==> src/hw/rtl/lir_pkg.sv <==
// Shared constants, codes and controller/datapath interface types for the resampler.
package lir_pkg;

    localparam int LIR_CH      = 8;
    localparam int MAX_OUT     = 32;
    localparam int SAMPLE_W    = 24;
    localparam int WORD_W      = 32;
    localparam int STEP_W      = 22;
    localparam int CNT_W       = 4;
    localparam int K_W         = 6;
    localparam int CH_W        = 3;
    localparam int CFG_IDX_W   = 3;

    // register indexes on the config port
    localparam logic [CFG_IDX_W-1:0] CFG_SRC_CNT = 3'd0;
    localparam logic [CFG_IDX_W-1:0] CFG_DST_CNT = 3'd1;
    localparam logic [CFG_IDX_W-1:0] CFG_FORMAT  = 3'd2;
    localparam logic [CFG_IDX_W-1:0] CFG_RES_EN  = 3'd3;
    localparam logic [CFG_IDX_W-1:0] CFG_STEP    = 3'd4;

    // output word formats
    localparam logic [1:0] FMT_PCM16 = 2'd0;
    localparam logic [1:0] FMT_PCM32 = 2'd1;
    localparam logic [1:0] FMT_F32   = 2'd2;

    typedef struct packed {
        logic            load;
        logic            clr_buf;
        logic            mul;
        logic            sum;
        logic            nrm1;
        logic            nrm2;
        logic            pack;
        logic            emit;
        logic            end_frame;
        logic            bypass;
        logic            last;
        logic [CH_W-1:0] ch;
    } t_lir_cmd;

    typedef struct packed {
        logic phase_lt_one;
        logic next_lt_one;
        logic out_free;
    } t_lir_sts;

endpackage

==> src/hw/rtl/linear_interp_resampler_pcm_out.sv <==
// Linear-interpolation resampler: takes one source frame of up to eight Q4.20 channels per
// input word and returns output frames as PCM16, PCM32 or float32 bit patterns. Samples
// are clamped to [-1,1]; channels past the source count read as zero and output channels
// past the destination count are zero. In bypass each input gives one output frame; in
// resample mode an input gives one output per Q7.16 phase below 1.0 (at most 32), each
// interpolated from the previous and current frame, last_of_run marking the final one.
// One sequencer drives a single shared multiply / normalize / pack datapath, one channel
// at a time, each channel passing through multiply, sum, coarse normalize, fine normalize
// and pack. A finished frame is loaded into the output register only when that register
// is free, so a stall on the output side holds the sequencer. The input is not taken
// again until the frame is finished, but a finished output word may sit in the output
// register while the next input is accepted.
// Config writes are always ready and must only be issued while the block is idle.
module linear_interp_resampler_pcm_out (
    input  logic                                  i_clk,
    input  logic                                  i_rst_n,
    // input frame channel
    input  logic                                  i_valid,
    output logic                                  o_ready,
    input  logic signed [lir_pkg::SAMPLE_W-1:0]   i_sample_ch0,
    input  logic signed [lir_pkg::SAMPLE_W-1:0]   i_sample_ch1,
    input  logic signed [lir_pkg::SAMPLE_W-1:0]   i_sample_ch2,
    input  logic signed [lir_pkg::SAMPLE_W-1:0]   i_sample_ch3,
    input  logic signed [lir_pkg::SAMPLE_W-1:0]   i_sample_ch4,
    input  logic signed [lir_pkg::SAMPLE_W-1:0]   i_sample_ch5,
    input  logic signed [lir_pkg::SAMPLE_W-1:0]   i_sample_ch6,
    input  logic signed [lir_pkg::SAMPLE_W-1:0]   i_sample_ch7,
    // output frame channel
    output logic                                  o_valid,
    input  logic                                  i_ready,
    output logic signed [lir_pkg::WORD_W-1:0]     o_out_ch0,
    output logic signed [lir_pkg::WORD_W-1:0]     o_out_ch1,
    output logic signed [lir_pkg::WORD_W-1:0]     o_out_ch2,
    output logic signed [lir_pkg::WORD_W-1:0]     o_out_ch3,
    output logic signed [lir_pkg::WORD_W-1:0]     o_out_ch4,
    output logic signed [lir_pkg::WORD_W-1:0]     o_out_ch5,
    output logic signed [lir_pkg::WORD_W-1:0]     o_out_ch6,
    output logic signed [lir_pkg::WORD_W-1:0]     o_out_ch7,
    output logic                                  o_last_of_run,
    // config write channel
    input  logic                                  i_cfg_valid,
    output logic                                  o_cfg_ready,
    input  logic [lir_pkg::CFG_IDX_W-1:0]         i_cfg_index,
    input  logic [lir_pkg::STEP_W-1:0]            i_cfg_data
);
    import lir_pkg::*;

    logic [CNT_W-1:0]    r_src_cnt, r_dst_cnt;
    logic [1:0]          r_fmt;
    logic                r_res_en;
    logic [STEP_W-1:0]   r_step;

    logic [CNT_W-1:0]    w_srcn, w_dstn;
    logic [SAMPLE_W-1:0] w_sample [LIR_CH];
    logic [WORD_W-1:0]   w_word   [LIR_CH];
    t_lir_cmd            w_cmd;
    t_lir_sts            w_sts;

    // config registers; always ready
    assign o_cfg_ready = 1'b1;

    always_ff @(posedge i_clk) begin
        if (!i_rst_n) begin
            r_src_cnt <= 4'd2;
            r_dst_cnt <= 4'd2;
            r_fmt     <= FMT_F32;
            r_res_en  <= 1'b0;
            r_step    <= 22'h10000;
        end else if (i_cfg_valid) begin
            unique case (i_cfg_index)
                CFG_SRC_CNT: r_src_cnt <= i_cfg_data[CNT_W-1:0];
                CFG_DST_CNT: r_dst_cnt <= i_cfg_data[CNT_W-1:0];
                CFG_FORMAT:  r_fmt     <= i_cfg_data[1:0];
                CFG_RES_EN:  r_res_en  <= i_cfg_data[0];
                CFG_STEP:    r_step    <= i_cfg_data;
                default:     ;
            endcase
        end
    end

    // effective channel counts: saturate at eight, dst of zero follows src
    assign w_srcn = (r_src_cnt > CNT_W'(LIR_CH)) ? CNT_W'(LIR_CH) : r_src_cnt;
    assign w_dstn = (r_dst_cnt == '0) ? w_srcn
                  : ((r_dst_cnt > CNT_W'(LIR_CH)) ? CNT_W'(LIR_CH) : r_dst_cnt);

    assign w_sample[0] = i_sample_ch0;
    assign w_sample[1] = i_sample_ch1;
    assign w_sample[2] = i_sample_ch2;
    assign w_sample[3] = i_sample_ch3;
    assign w_sample[4] = i_sample_ch4;
    assign w_sample[5] = i_sample_ch5;
    assign w_sample[6] = i_sample_ch6;
    assign w_sample[7] = i_sample_ch7;

    lir_ctrl u_ctrl (
        .i_clk    (i_clk),
        .i_rst_n  (i_rst_n),
        .i_valid  (i_valid),
        .o_ready  (o_ready),
        .i_res_en (r_res_en),
        .i_dstn   (w_dstn),
        .i_sts    (w_sts),
        .o_cmd    (w_cmd)
    );

    lir_dp u_dp (
        .i_clk    (i_clk),
        .i_rst_n  (i_rst_n),
        .i_cmd    (w_cmd),
        .o_sts    (w_sts),
        .i_srcn   (w_srcn),
        .i_fmt    (r_fmt),
        .i_step   (r_step),
        .i_sample (w_sample),
        .i_ready  (i_ready),
        .o_valid  (o_valid),
        .o_word   (w_word),
        .o_last   (o_last_of_run)
    );

    assign o_out_ch0 = w_word[0];
    assign o_out_ch1 = w_word[1];
    assign o_out_ch2 = w_word[2];
    assign o_out_ch3 = w_word[3];
    assign o_out_ch4 = w_word[4];
    assign o_out_ch5 = w_word[5];
    assign o_out_ch6 = w_word[6];
    assign o_out_ch7 = w_word[7];

`ifndef SYNTHESIS
    // an accepted frame takes the sequencer out of idle
    a_busy_after_accept: assert property (@(posedge i_clk) disable iff (!i_rst_n)
        (i_valid && o_ready) |=> !o_ready)
        else $error("sequencer still idle after accepting a frame");

    // a result is only loaded when the output register can take it
    a_emit_free: assert property (@(posedge i_clk) disable iff (!i_rst_n)
        w_cmd.emit |-> w_sts.out_free)
        else $error("output register overwritten");

    // pack always follows the fine normalize step
    a_pack_order: assert property (@(posedge i_clk) disable iff (!i_rst_n)
        w_cmd.pack |-> $past(w_cmd.nrm2))
        else $error("pack without normalize");
`endif

endmodule

==> src/hw/rtl/lir_ctrl.sv <==
// Sequencer: walks frames, output phases and channels, issuing datapath commands.
module lir_ctrl (
    input  logic                        i_clk,
    input  logic                        i_rst_n,
    input  logic                        i_valid,
    output logic                        o_ready,
    input  logic                        i_res_en,
    input  logic [lir_pkg::CNT_W-1:0]   i_dstn,
    input  lir_pkg::t_lir_sts           i_sts,
    output lir_pkg::t_lir_cmd           o_cmd
);
    import lir_pkg::*;

    typedef enum logic [3:0] {
        S_IDLE, S_CHK, S_MUL, S_SUM, S_NRM1, S_NRM2, S_PACK, S_EMIT, S_END
    } t_state;

    t_state           r_state;
    logic [K_W-1:0]   r_k;
    logic [CH_W-1:0]  r_ch;
    logic             r_byp;
    logic             w_run;

    // another output phase is due in this frame
    assign w_run = r_byp || ((r_k < K_W'(MAX_OUT)) && i_sts.phase_lt_one);

    assign o_ready = (r_state == S_IDLE);

    always_comb begin
        o_cmd           = '0;
        o_cmd.load      = (r_state == S_IDLE) && i_valid;
        o_cmd.clr_buf   = (r_state == S_CHK);
        o_cmd.mul       = (r_state == S_MUL);
        o_cmd.sum       = (r_state == S_SUM);
        o_cmd.nrm1      = (r_state == S_NRM1);
        o_cmd.nrm2      = (r_state == S_NRM2);
        o_cmd.pack      = (r_state == S_PACK);
        o_cmd.emit      = (r_state == S_EMIT) && i_sts.out_free;
        o_cmd.end_frame = (r_state == S_END);
        o_cmd.bypass    = r_byp;
        o_cmd.last      = r_byp || (r_k == K_W'(MAX_OUT - 1)) || !i_sts.next_lt_one;
        o_cmd.ch        = r_ch;
    end

    always_ff @(posedge i_clk) begin
        if (!i_rst_n) begin
            r_state <= S_IDLE;
            r_k     <= '0;
            r_ch    <= '0;
            r_byp   <= 1'b0;
        end else begin
            unique case (r_state)
                S_IDLE: begin
                    if (i_valid) begin
                        r_k     <= '0;
                        r_byp   <= !i_res_en;
                        r_state <= S_CHK;
                    end
                end
                S_CHK: begin
                    r_ch <= '0;
                    if (w_run) begin
                        r_state <= (i_dstn == '0) ? S_EMIT : S_MUL;
                    end else begin
                        r_state <= S_END;
                    end
                end
                S_MUL:  r_state <= S_SUM;
                S_SUM:  r_state <= S_NRM1;
                S_NRM1: r_state <= S_NRM2;
                S_NRM2: r_state <= S_PACK;
                S_PACK: begin
                    if (({1'b0, r_ch} + 4'd1) == i_dstn) begin
                        r_state <= S_EMIT;
                    end else begin
                        r_ch    <= r_ch + 3'd1;
                        r_state <= S_MUL;
                    end
                end
                S_EMIT: begin
                    if (i_sts.out_free) begin
                        r_k     <= r_k + K_W'(1);
                        r_state <= r_byp ? S_IDLE : S_CHK;
                    end
                end
                S_END:   r_state <= S_IDLE;
                default: r_state <= S_IDLE;
            endcase
        end
    end

endmodule

==> src/hw/rtl/lir_dp.sv <==
// Datapath: frame and phase state, interpolation multiply, format conversion, output register.
module lir_dp (
    input  logic                               i_clk,
    input  logic                               i_rst_n,
    input  lir_pkg::t_lir_cmd                  i_cmd,
    output lir_pkg::t_lir_sts                  o_sts,
    input  logic [lir_pkg::CNT_W-1:0]          i_srcn,
    input  logic [1:0]                         i_fmt,
    input  logic [lir_pkg::STEP_W-1:0]         i_step,
    input  logic [lir_pkg::SAMPLE_W-1:0]       i_sample [lir_pkg::LIR_CH],
    input  logic                               i_ready,
    output logic                               o_valid,
    output logic [lir_pkg::WORD_W-1:0]         o_word [lir_pkg::LIR_CH],
    output logic                               o_last
);
    import lir_pkg::*;

    localparam logic [22:0] PH_ONE = 23'h10000;

    function automatic logic signed [21:0] clamp(input logic [SAMPLE_W-1:0] s);
        logic signed [23:0] x;
        x = $signed(s);
        if (x > 24'sd1048576)       clamp = 22'sd1048576;
        else if (x < -24'sd1048576) clamp = -22'sd1048576;
        else                        clamp = x[21:0];
    endfunction

    logic signed [21:0]  r_cur  [LIR_CH];
    logic signed [21:0]  r_prev [LIR_CH];
    logic [WORD_W-1:0]   r_buf  [LIR_CH];
    logic [WORD_W-1:0]   r_out  [LIR_CH];
    logic [22:0]         r_phase;
    logic signed [39:0]  r_p0, r_p1;
    logic                r_neg;
    logic [36:0]         r_q;
    logic [39:0]         r_n1, r_n2;
    logic [5:0]          r_lz1, r_lz;
    logic                r_last, r_out_valid;

    logic [16:0]         w_f, w_g;
    logic signed [39:0]  w_p0, w_p1, w_y;
    logic [39:0]         w_q40;
    logic [2:0]          w_grp, w_j, w_sh;
    logic [5:0]          w_lz1;
    logic [23:0]         w_sum_nx;
    logic [23:0]         w_mant;
    logic                w_up;
    logic [24:0]         w_m25;
    logic [7:0]          w_exp;
    logic [22:0]         w_frac;
    logic [WORD_W-1:0]   w_f32, w_pcm16, w_pcm32, w_word;
    logic [51:0]         w_m16;
    logic [15:0]         w_t16;
    logic [31:0]         w_t32;
    logic                w_rcmp;

    // interpolation weights; bypass uses the current frame alone
    assign w_f  = i_cmd.bypass ? 17'h10000 : {1'b0, r_phase[15:0]};
    assign w_g  = 17'h10000 - w_f;
    assign w_p0 = 40'(r_prev[i_cmd.ch]) * $signed({23'b0, w_g});
    assign w_p1 = 40'(r_cur[i_cmd.ch])  * $signed({23'b0, w_f});
    assign w_y  = r_p0 + r_p1;

    // coarse leading-one search by byte
    assign w_q40 = {3'b0, r_q};
    always_comb begin
        w_grp = '0;
        for (int i = 0; i < 5; i++) begin
            if (w_q40[8*i +: 8] != '0) w_grp = 3'(i);
        end
    end
    assign w_lz1 = {3'd4 - w_grp, 3'b000};

    // fine search inside the top byte
    always_comb begin
        w_j = '0;
        for (int i = 0; i < 8; i++) begin
            if (r_n1[32 + i]) w_j = 3'(i);
        end
    end
    assign w_sh = 3'd7 - w_j;

    // float32: 24-bit mantissa, round to nearest even
    assign w_mant = r_n2[39:16];
    assign w_up   = r_n2[15] && ((|r_n2[14:0]) || w_mant[0]);
    assign w_m25  = {1'b0, w_mant} + 25'(w_up);
    assign w_exp  = 8'd130 - {2'b0, r_lz} + 8'(w_m25[24]);
    assign w_frac = w_m25[24] ? w_m25[23:1] : w_m25[22:0];
    assign w_f32  = (r_q == '0) ? '0 : {r_neg, w_exp, w_frac};

    // PCM16: q*32767 >> 36, toward zero
    assign w_m16   = {r_q, 15'b0} - {15'b0, r_q};
    assign w_t16   = w_m16[51:36];
    assign w_pcm16 = r_neg ? (32'd0 - {16'b0, w_t16}) : {16'b0, w_t16};

    // PCM32: q*(2^31-1) >> 36, toward zero
    assign w_rcmp  = {1'b0, r_q[4:0], 31'b0} < r_q;
    assign w_t32   = r_q[36:5] - 32'(w_rcmp);
    assign w_pcm32 = r_neg ? (32'd0 - w_t32) : w_t32;

    always_comb begin
        unique case (i_fmt)
            FMT_PCM16: w_word = w_pcm16;
            FMT_PCM32: w_word = w_pcm32;
            FMT_F32:   w_word = w_f32;
            default:   w_word = '0;
        endcase
    end

    assign w_sum_nx = {1'b0, r_phase} + {2'b0, i_step};

    assign o_sts.phase_lt_one = r_phase < PH_ONE;
    assign o_sts.next_lt_one  = w_sum_nx < {1'b0, PH_ONE};
    assign o_sts.out_free     = !r_out_valid || i_ready;

    always_ff @(posedge i_clk) begin
        if (!i_rst_n) begin
            r_phase     <= '0;
            r_out_valid <= 1'b0;
            for (int c = 0; c < LIR_CH; c++) r_prev[c] <= '0;
        end else begin
            if (i_cmd.emit) begin
                r_out_valid <= 1'b1;
                if (!i_cmd.bypass) r_phase <= w_sum_nx[22:0];
            end else if (i_ready) begin
                r_out_valid <= 1'b0;
            end
            if (i_cmd.end_frame) begin
                r_phase <= (r_phase >= PH_ONE) ? {1'b0, 22'(r_phase - PH_ONE)} : '0;
                for (int c = 0; c < LIR_CH; c++) r_prev[c] <= r_cur[c];
            end
        end
    end

    always_ff @(posedge i_clk) begin
        if (i_cmd.load) begin
            for (int c = 0; c < LIR_CH; c++) begin
                r_cur[c] <= (CNT_W'(c) < i_srcn) ? clamp(i_sample[c]) : '0;
            end
        end
        if (i_cmd.clr_buf) begin
            for (int c = 0; c < LIR_CH; c++) r_buf[c] <= '0;
        end
        if (i_cmd.mul) begin
            r_p0 <= w_p0;
            r_p1 <= w_p1;
        end
        if (i_cmd.sum) begin
            r_neg <= w_y[39];
            r_q   <= w_y[39] ? 37'(-w_y) : w_y[36:0];
        end
        if (i_cmd.nrm1) begin
            r_n1  <= w_q40 << w_lz1;
            r_lz1 <= w_lz1;
        end
        if (i_cmd.nrm2) begin
            r_n2 <= r_n1 << w_sh;
            r_lz <= r_lz1 + {3'b0, w_sh};
        end
        if (i_cmd.pack) r_buf[i_cmd.ch] <= w_word;
        if (i_cmd.emit) begin
            r_out  <= r_buf;
            r_last <= i_cmd.last;
        end
    end

    assign o_valid = r_out_valid;
    assign o_word  = r_out;
    assign o_last  = r_last;

endmodule
==> config.mk <==
export PLATFORM = sky130hd
export DESIGN_NAME = linear_interp_resampler_pcm_out
export DESIGN_NICKNAME = d
export VERILOG_FILES = /design/src/hw/rtl/lir_pkg.sv /design/src/hw/rtl/linear_interp_resampler_pcm_out.sv /design/src/hw/rtl/lir_ctrl.sv /design/src/hw/rtl/lir_dp.sv
export SDC_FILE = /design/constraint.sdc
export NUM_CORES = 2
export LEC_CHECK = 0
export ABC_CLOCK_PERIOD_IN_PS = 26100
export BUFFER_PORTS_ARGS = -buffer_cell sky130_fd_sc_hd__buf_2
export CAP_MARGIN = 20
export CORE_MARGIN = 2
export CORE_UTILIZATION = 55
export CTS_CLUSTER_DIAMETER = 120
export CTS_CLUSTER_SIZE = 16
export DETAILED_ROUTE_END_ITERATION = 12
export HOLD_SLACK_MARGIN = 0.12
export MAX_ROUTING_LAYER = met4
export PLACE_DENSITY = 0.72
export SLEW_MARGIN = 20
export SYNTH_ARGS = -nofsm -noshare
export SYNTH_HDL_FRONTEND = slang
export SYNTH_SLANG_ARGS = --single-unit
==> constraint.sdc <==
create_clock -name i_clk -period 26.1 [get_ports i_clk]
set_input_delay 2.61 -clock i_clk [delete_from_list [all_inputs] [get_ports i_clk]]
set_output_delay 2.61 -clock i_clk [all_outputs]
set_load 0.01 [all_outputs]
==> results.tsv <==
stage	metric	value	unit
outcome	status	finished clean	
timing	post-route minimum period	10160	ps
worst_hold_path	hold_sp	u_dp.r_lz1[5]	
yosys	Mapped Nets	8705	
worst_setup_path	Critical R2R Capture	u_dp.r_p0[37]	
timing	relative slew slack	0.224	
worst_setup_path	largest stage delay on the critical path	790	ps
cells_and_area	Multi-input gate area	43000	um^2
worst_setup_path	CP most frequent cell	fa_1	
worst_setup_path	R2R Setup Slk	15940	ps
routing	wire per inst	23.1	um
routing	Vias	56913	
floorplanning	# rows	138	
floorplanning	starting density of the core	0.556	
yosys	Async SR Flop Fraction	0	
global_routing	grt ovf	0	
cells_and_area	Layout area overhead	8.58	%
pwr	Pleak	37.0	nW
cells_and_area	fill cell count	11754	
floorplanning	Die Width	383	um
pwr	Net Sw Power	1.23	mW
cells_and_area	share of cells above drive strength 1	0.115	
pwr	sequential share of power	0.514	
clock_network	cts repair resizes	0	
worst_setup_path	Reg2Reg Launch Point	u_ctrl.r_byp	
floorplanning	# IOs	482	
pwr	Pwr Total	4.19	mW
routing	final wirelength	224000	um
timing	period utilization	0.389	
clock_network	Setup Buffers After CTS	0	
clock_network	Root Buffer	clkbuf_16	
pwr	Internal	2.96	mW
placed_design	placed inst area	83100	um^2
clock_network	hold buffers post-CTS	0	
worst_setup_path	critical path class	reg -> reg	
cells_and_area	final layout net count	8997	
pwr	clock share of power	0.302	
routing	DRT antenna net count	0	
worst_setup_path	R2R cell count	29	
timing	FMAX	98.4	MHz
pwr	Switching Share	0.293	
worst_hold_path	hold depth	0	
worst_setup_path	crit path max fanout	37	
yosys	mapped cell area	78900	um^2
routing	length of the first detailed-routing pass in iterations	8	
worst_setup_path	startpoint type of the worst setup path	flip-flop	
timing	RSZ-0062 raised after global routing	no	
worst_setup_path	slowest stage cell, crit path	o22a_1	
cells_and_area	FF/Latch Area	31100	um^2
floorplanning	Die ar.	146000	um^2
clock_network	Max clock buf depth	3	
worst_setup_path	CP required	26570	ps
routing	first-iteration detailed-routing DRC count	4791	
worst_setup_path	Setup crit end kind	flip-flop	
placed_design	IO Port Bufs	480	
timing	Min Hold Slack	420	ps
yosys	Post-synth EDFFs	816	
yosys	register area share after synthesis	0.394	
global_routing	largest net degree at the start of global routing	124	
global_routing	vias in the first global route	57915	
global_routing	gr usage total	0.319	
clock_network	clock sinks	1146	
yosys	synth unique cells	102	
global_routing	global-route wire length before repair	344000	um
routing	Via density	5.88	
pwr	pwr dens	48.9	nW/um^2
clock_network	CTS tree	done	
timing	Final setup viols	0	
yosys	Mapped Cells	7441	
floorplanning	CORE AREA	142000	um^2
pwr	worst vdd ir	0.0518	mV
placed_design	Final GP Congestion	1.00	
placed_design	Detail Placement HPWL	172000	um
yosys	most used flip-flop cell after synthesis	edfxtp_1	
worst_hold_path	Hold Path Class	reg -> reg	
routing	drc violations	0	
cells_and_area	final instance area	85700	um^2
pwr	combinational power share	0.184	
timing	clock skew	43.0	ps
global_routing	initial antenna violation count	10	
timing	pins over their slew limit	0	
worst_hold_path	hold worst-path end	u_dp.r_lz[5]	
timing	Slew @ Worst Pin	1160	ps
timing	setup TNS	0	ps
worst_setup_path	crit path DAT	10630	ps
clock_network	clk slew on worst S/H paths	80	ps
clock_network	worst skew pair latency	740	ps
yosys	syn avg cell area	10.6	um^2
yosys	synth warn	0	
yosys	register bit total from synthesis	1146	
job	max_cap viols	0	
floorplanning	Die Span Y	383	um
clock_network	H-Tree Depth	3	
timing	final hold violation count	0	
clock_network	CTS Buf Count	83	
==> state kept, by name, indices dropped and copies added (netlist names), 2 cells and up, named ones only <==
register,flops
u_dp.o_word,256
u_dp.r_prev,176
u_dp.r_lz,6
u_ctrl.r_k,6
r_step,22
u_ctrl.r_ch,3
r_fmt,2
u_dp.r_p1,40
u_dp.r_n2,40
u_dp.r_p0,40
u_dp.r_cur,176
r_dst_cnt,4
u_dp.r_n1,40
u_ctrl.r_state,4
u_dp.r_lz1,3
u_dp.r_phase,23
u_dp.r_q,37
u_dp.r_buf,256
r_src_cnt,4
==> through the flow <==
| stage | instances | setup slack [ps] | utilization |
|---|---|---|---|
| 2_1_floorplan | 7441 | 17000 | - |
| 5_1_grt | 9684 | 15380 | 0.604 |
| 4_1_cts | 9674 | 16030 | 0.603 |
| 3_3_place_gp | 9536 | 16170 | 0.586 |
| 6_report | 9686 | 15940 | 0.604 |
| 3_5_place_dp | 9537 | 16090 | 0.586 |
==> cells by family (layout without fill, tap and decap cells) <==
family	after synthesis	in the layout	synth area share
AO/OA/AOI/OAI	1010	1010	0.0810
other	1	12	0.0000475
buffers and inverters	1324	1668	0.0633
multiplexers	230	230	0.0440
XOR/XNOR	277	277	0.0308
AND/OR/NAND/NOR	2411	2411	0.150
flip-flops	1146	1146	0.394
adder cells (fa/ha/maj)	1042	1042	0.236
==> worst max-delay path: cells and delay by family (launching register included) <==
family / cells / cell delay, ps
adders and majority gates: 7 / 3320
buffers and inverters: 5 / 1000
DFF: 1 / 660
AOI/OAI and AO/OA: 11 / 3750
xor gates and xnor gates: 1 / 80
and+or+nand+nor: 5 / 1060
==> synthesized netlist by cell type, drive strengths merged, types with 9 or more instances <==
cell type,count,share of area
a2111oi,15,0.0017
a211oi,40,0.0042
a21boi,32,0.0030
a21o,85,0.0081
a21oi,211,0.013
a221oi,19,0.0030
a22oi,23,0.0022
a31oi,45,0.0036
a41oi,9,0.0010
and2,287,0.023
and3,178,0.014
buf,39,0.0021
clkbuf,331,0.016
dfxtp,330,0.084
edfxtp,816,0.31
fa,744,0.19
ha,298,0.047
inv,952,0.045
mux2,42,0.0060
mux2i,99,0.013
mux4,89,0.025
nand2,758,0.036
nand2b,68,0.0054
nand3,318,0.020
nand4,28,0.0022
nor2,409,0.019
nor2b,143,0.011
nor3,58,0.0039
nor3b,9,0.00092
nor4,74,0.0062
o211ai,12,0.0011
o21a,32,0.0030
o21ai,360,0.023
o21bai,15,0.0015
o22ai,19,0.0015
o31ai,18,0.0019
or2,12,0.00095
or3,30,0.0024
or4,10,0.0010
xnor2,195,0.022
xor2,82,0.0091
==> routing by layer <==
layer	GRT usage	wire length (um)	vias up
met5	-	0	-
met1	0.390	87200	28387
met4	0.139	10800	0
met3	0.0430	15600	549
met2	0.531	111000	2346
li1	-	-	25631
==> power by group through the flow <==
stage / clock network [mW] / registers (mW) / logic (mW)
after global routing: 1.35 / 2.16 / 0.843
after detailed placement: 0 / 2.19 / 0.762
final: 1.26 / 2.15 / 0.770
after global placement: 0 / 2.19 / 0.748
after floorplan: 0 / 2.16 / 0.535
after CTS: 1.28 / 2.15 / 0.766
==> cell type report <==
cell class,count,area share
Clock buffer,124,0.0260
Tap cell,1890,0.0276
Timing Repair Buffer,577,0.0367
Clock inverter,13,0.00267
Multi-Input combinational cell,4971,0.501
Sequential cell,1146,0.363
Antenna cell,11,0.000321
Inverter,954,0.0419
==> placed cells by master, fill, tap and decap left out, drive strengths merged, types with 125 or more instances in the layout <==
cell | netlist | routed
fa | 744 | 744
nor2b | 143 | 143
nor2 | 409 | 409
xnor2 | 195 | 195
buf | 39 | 576
ha | 298 | 298
o21ai | 360 | 360
and3 | 178 | 178
edfxtp | 816 | 816
inv | 952 | 960
nand3 | 318 | 318
nand2 | 758 | 758
clkbuf | 331 | 125
a21oi | 211 | 211
and2 | 287 | 287
dfxtp | 330 | 330
==> how the worst max path moves through the flow <==
stage	start	endpoint	slack, ps
2_1_floorplan	i_ready	u_dp.r_phase[10]	17000
3_3_place_gp	flip-flop	u_dp.r_p1[39]	16170
3_5_place_dp	flip-flop	u_dp.r_p1[39]	16090
4_1_cts	flip-flop	u_dp.r_p1[39]	16030
5_1_grt	u_ctrl.r_byp	u_dp.r_p0[33]	15380
6_report	u_ctrl.r_byp	u_dp.r_p0[37]	15940
No activity file was read; power rests on OpenSTA's default activity.
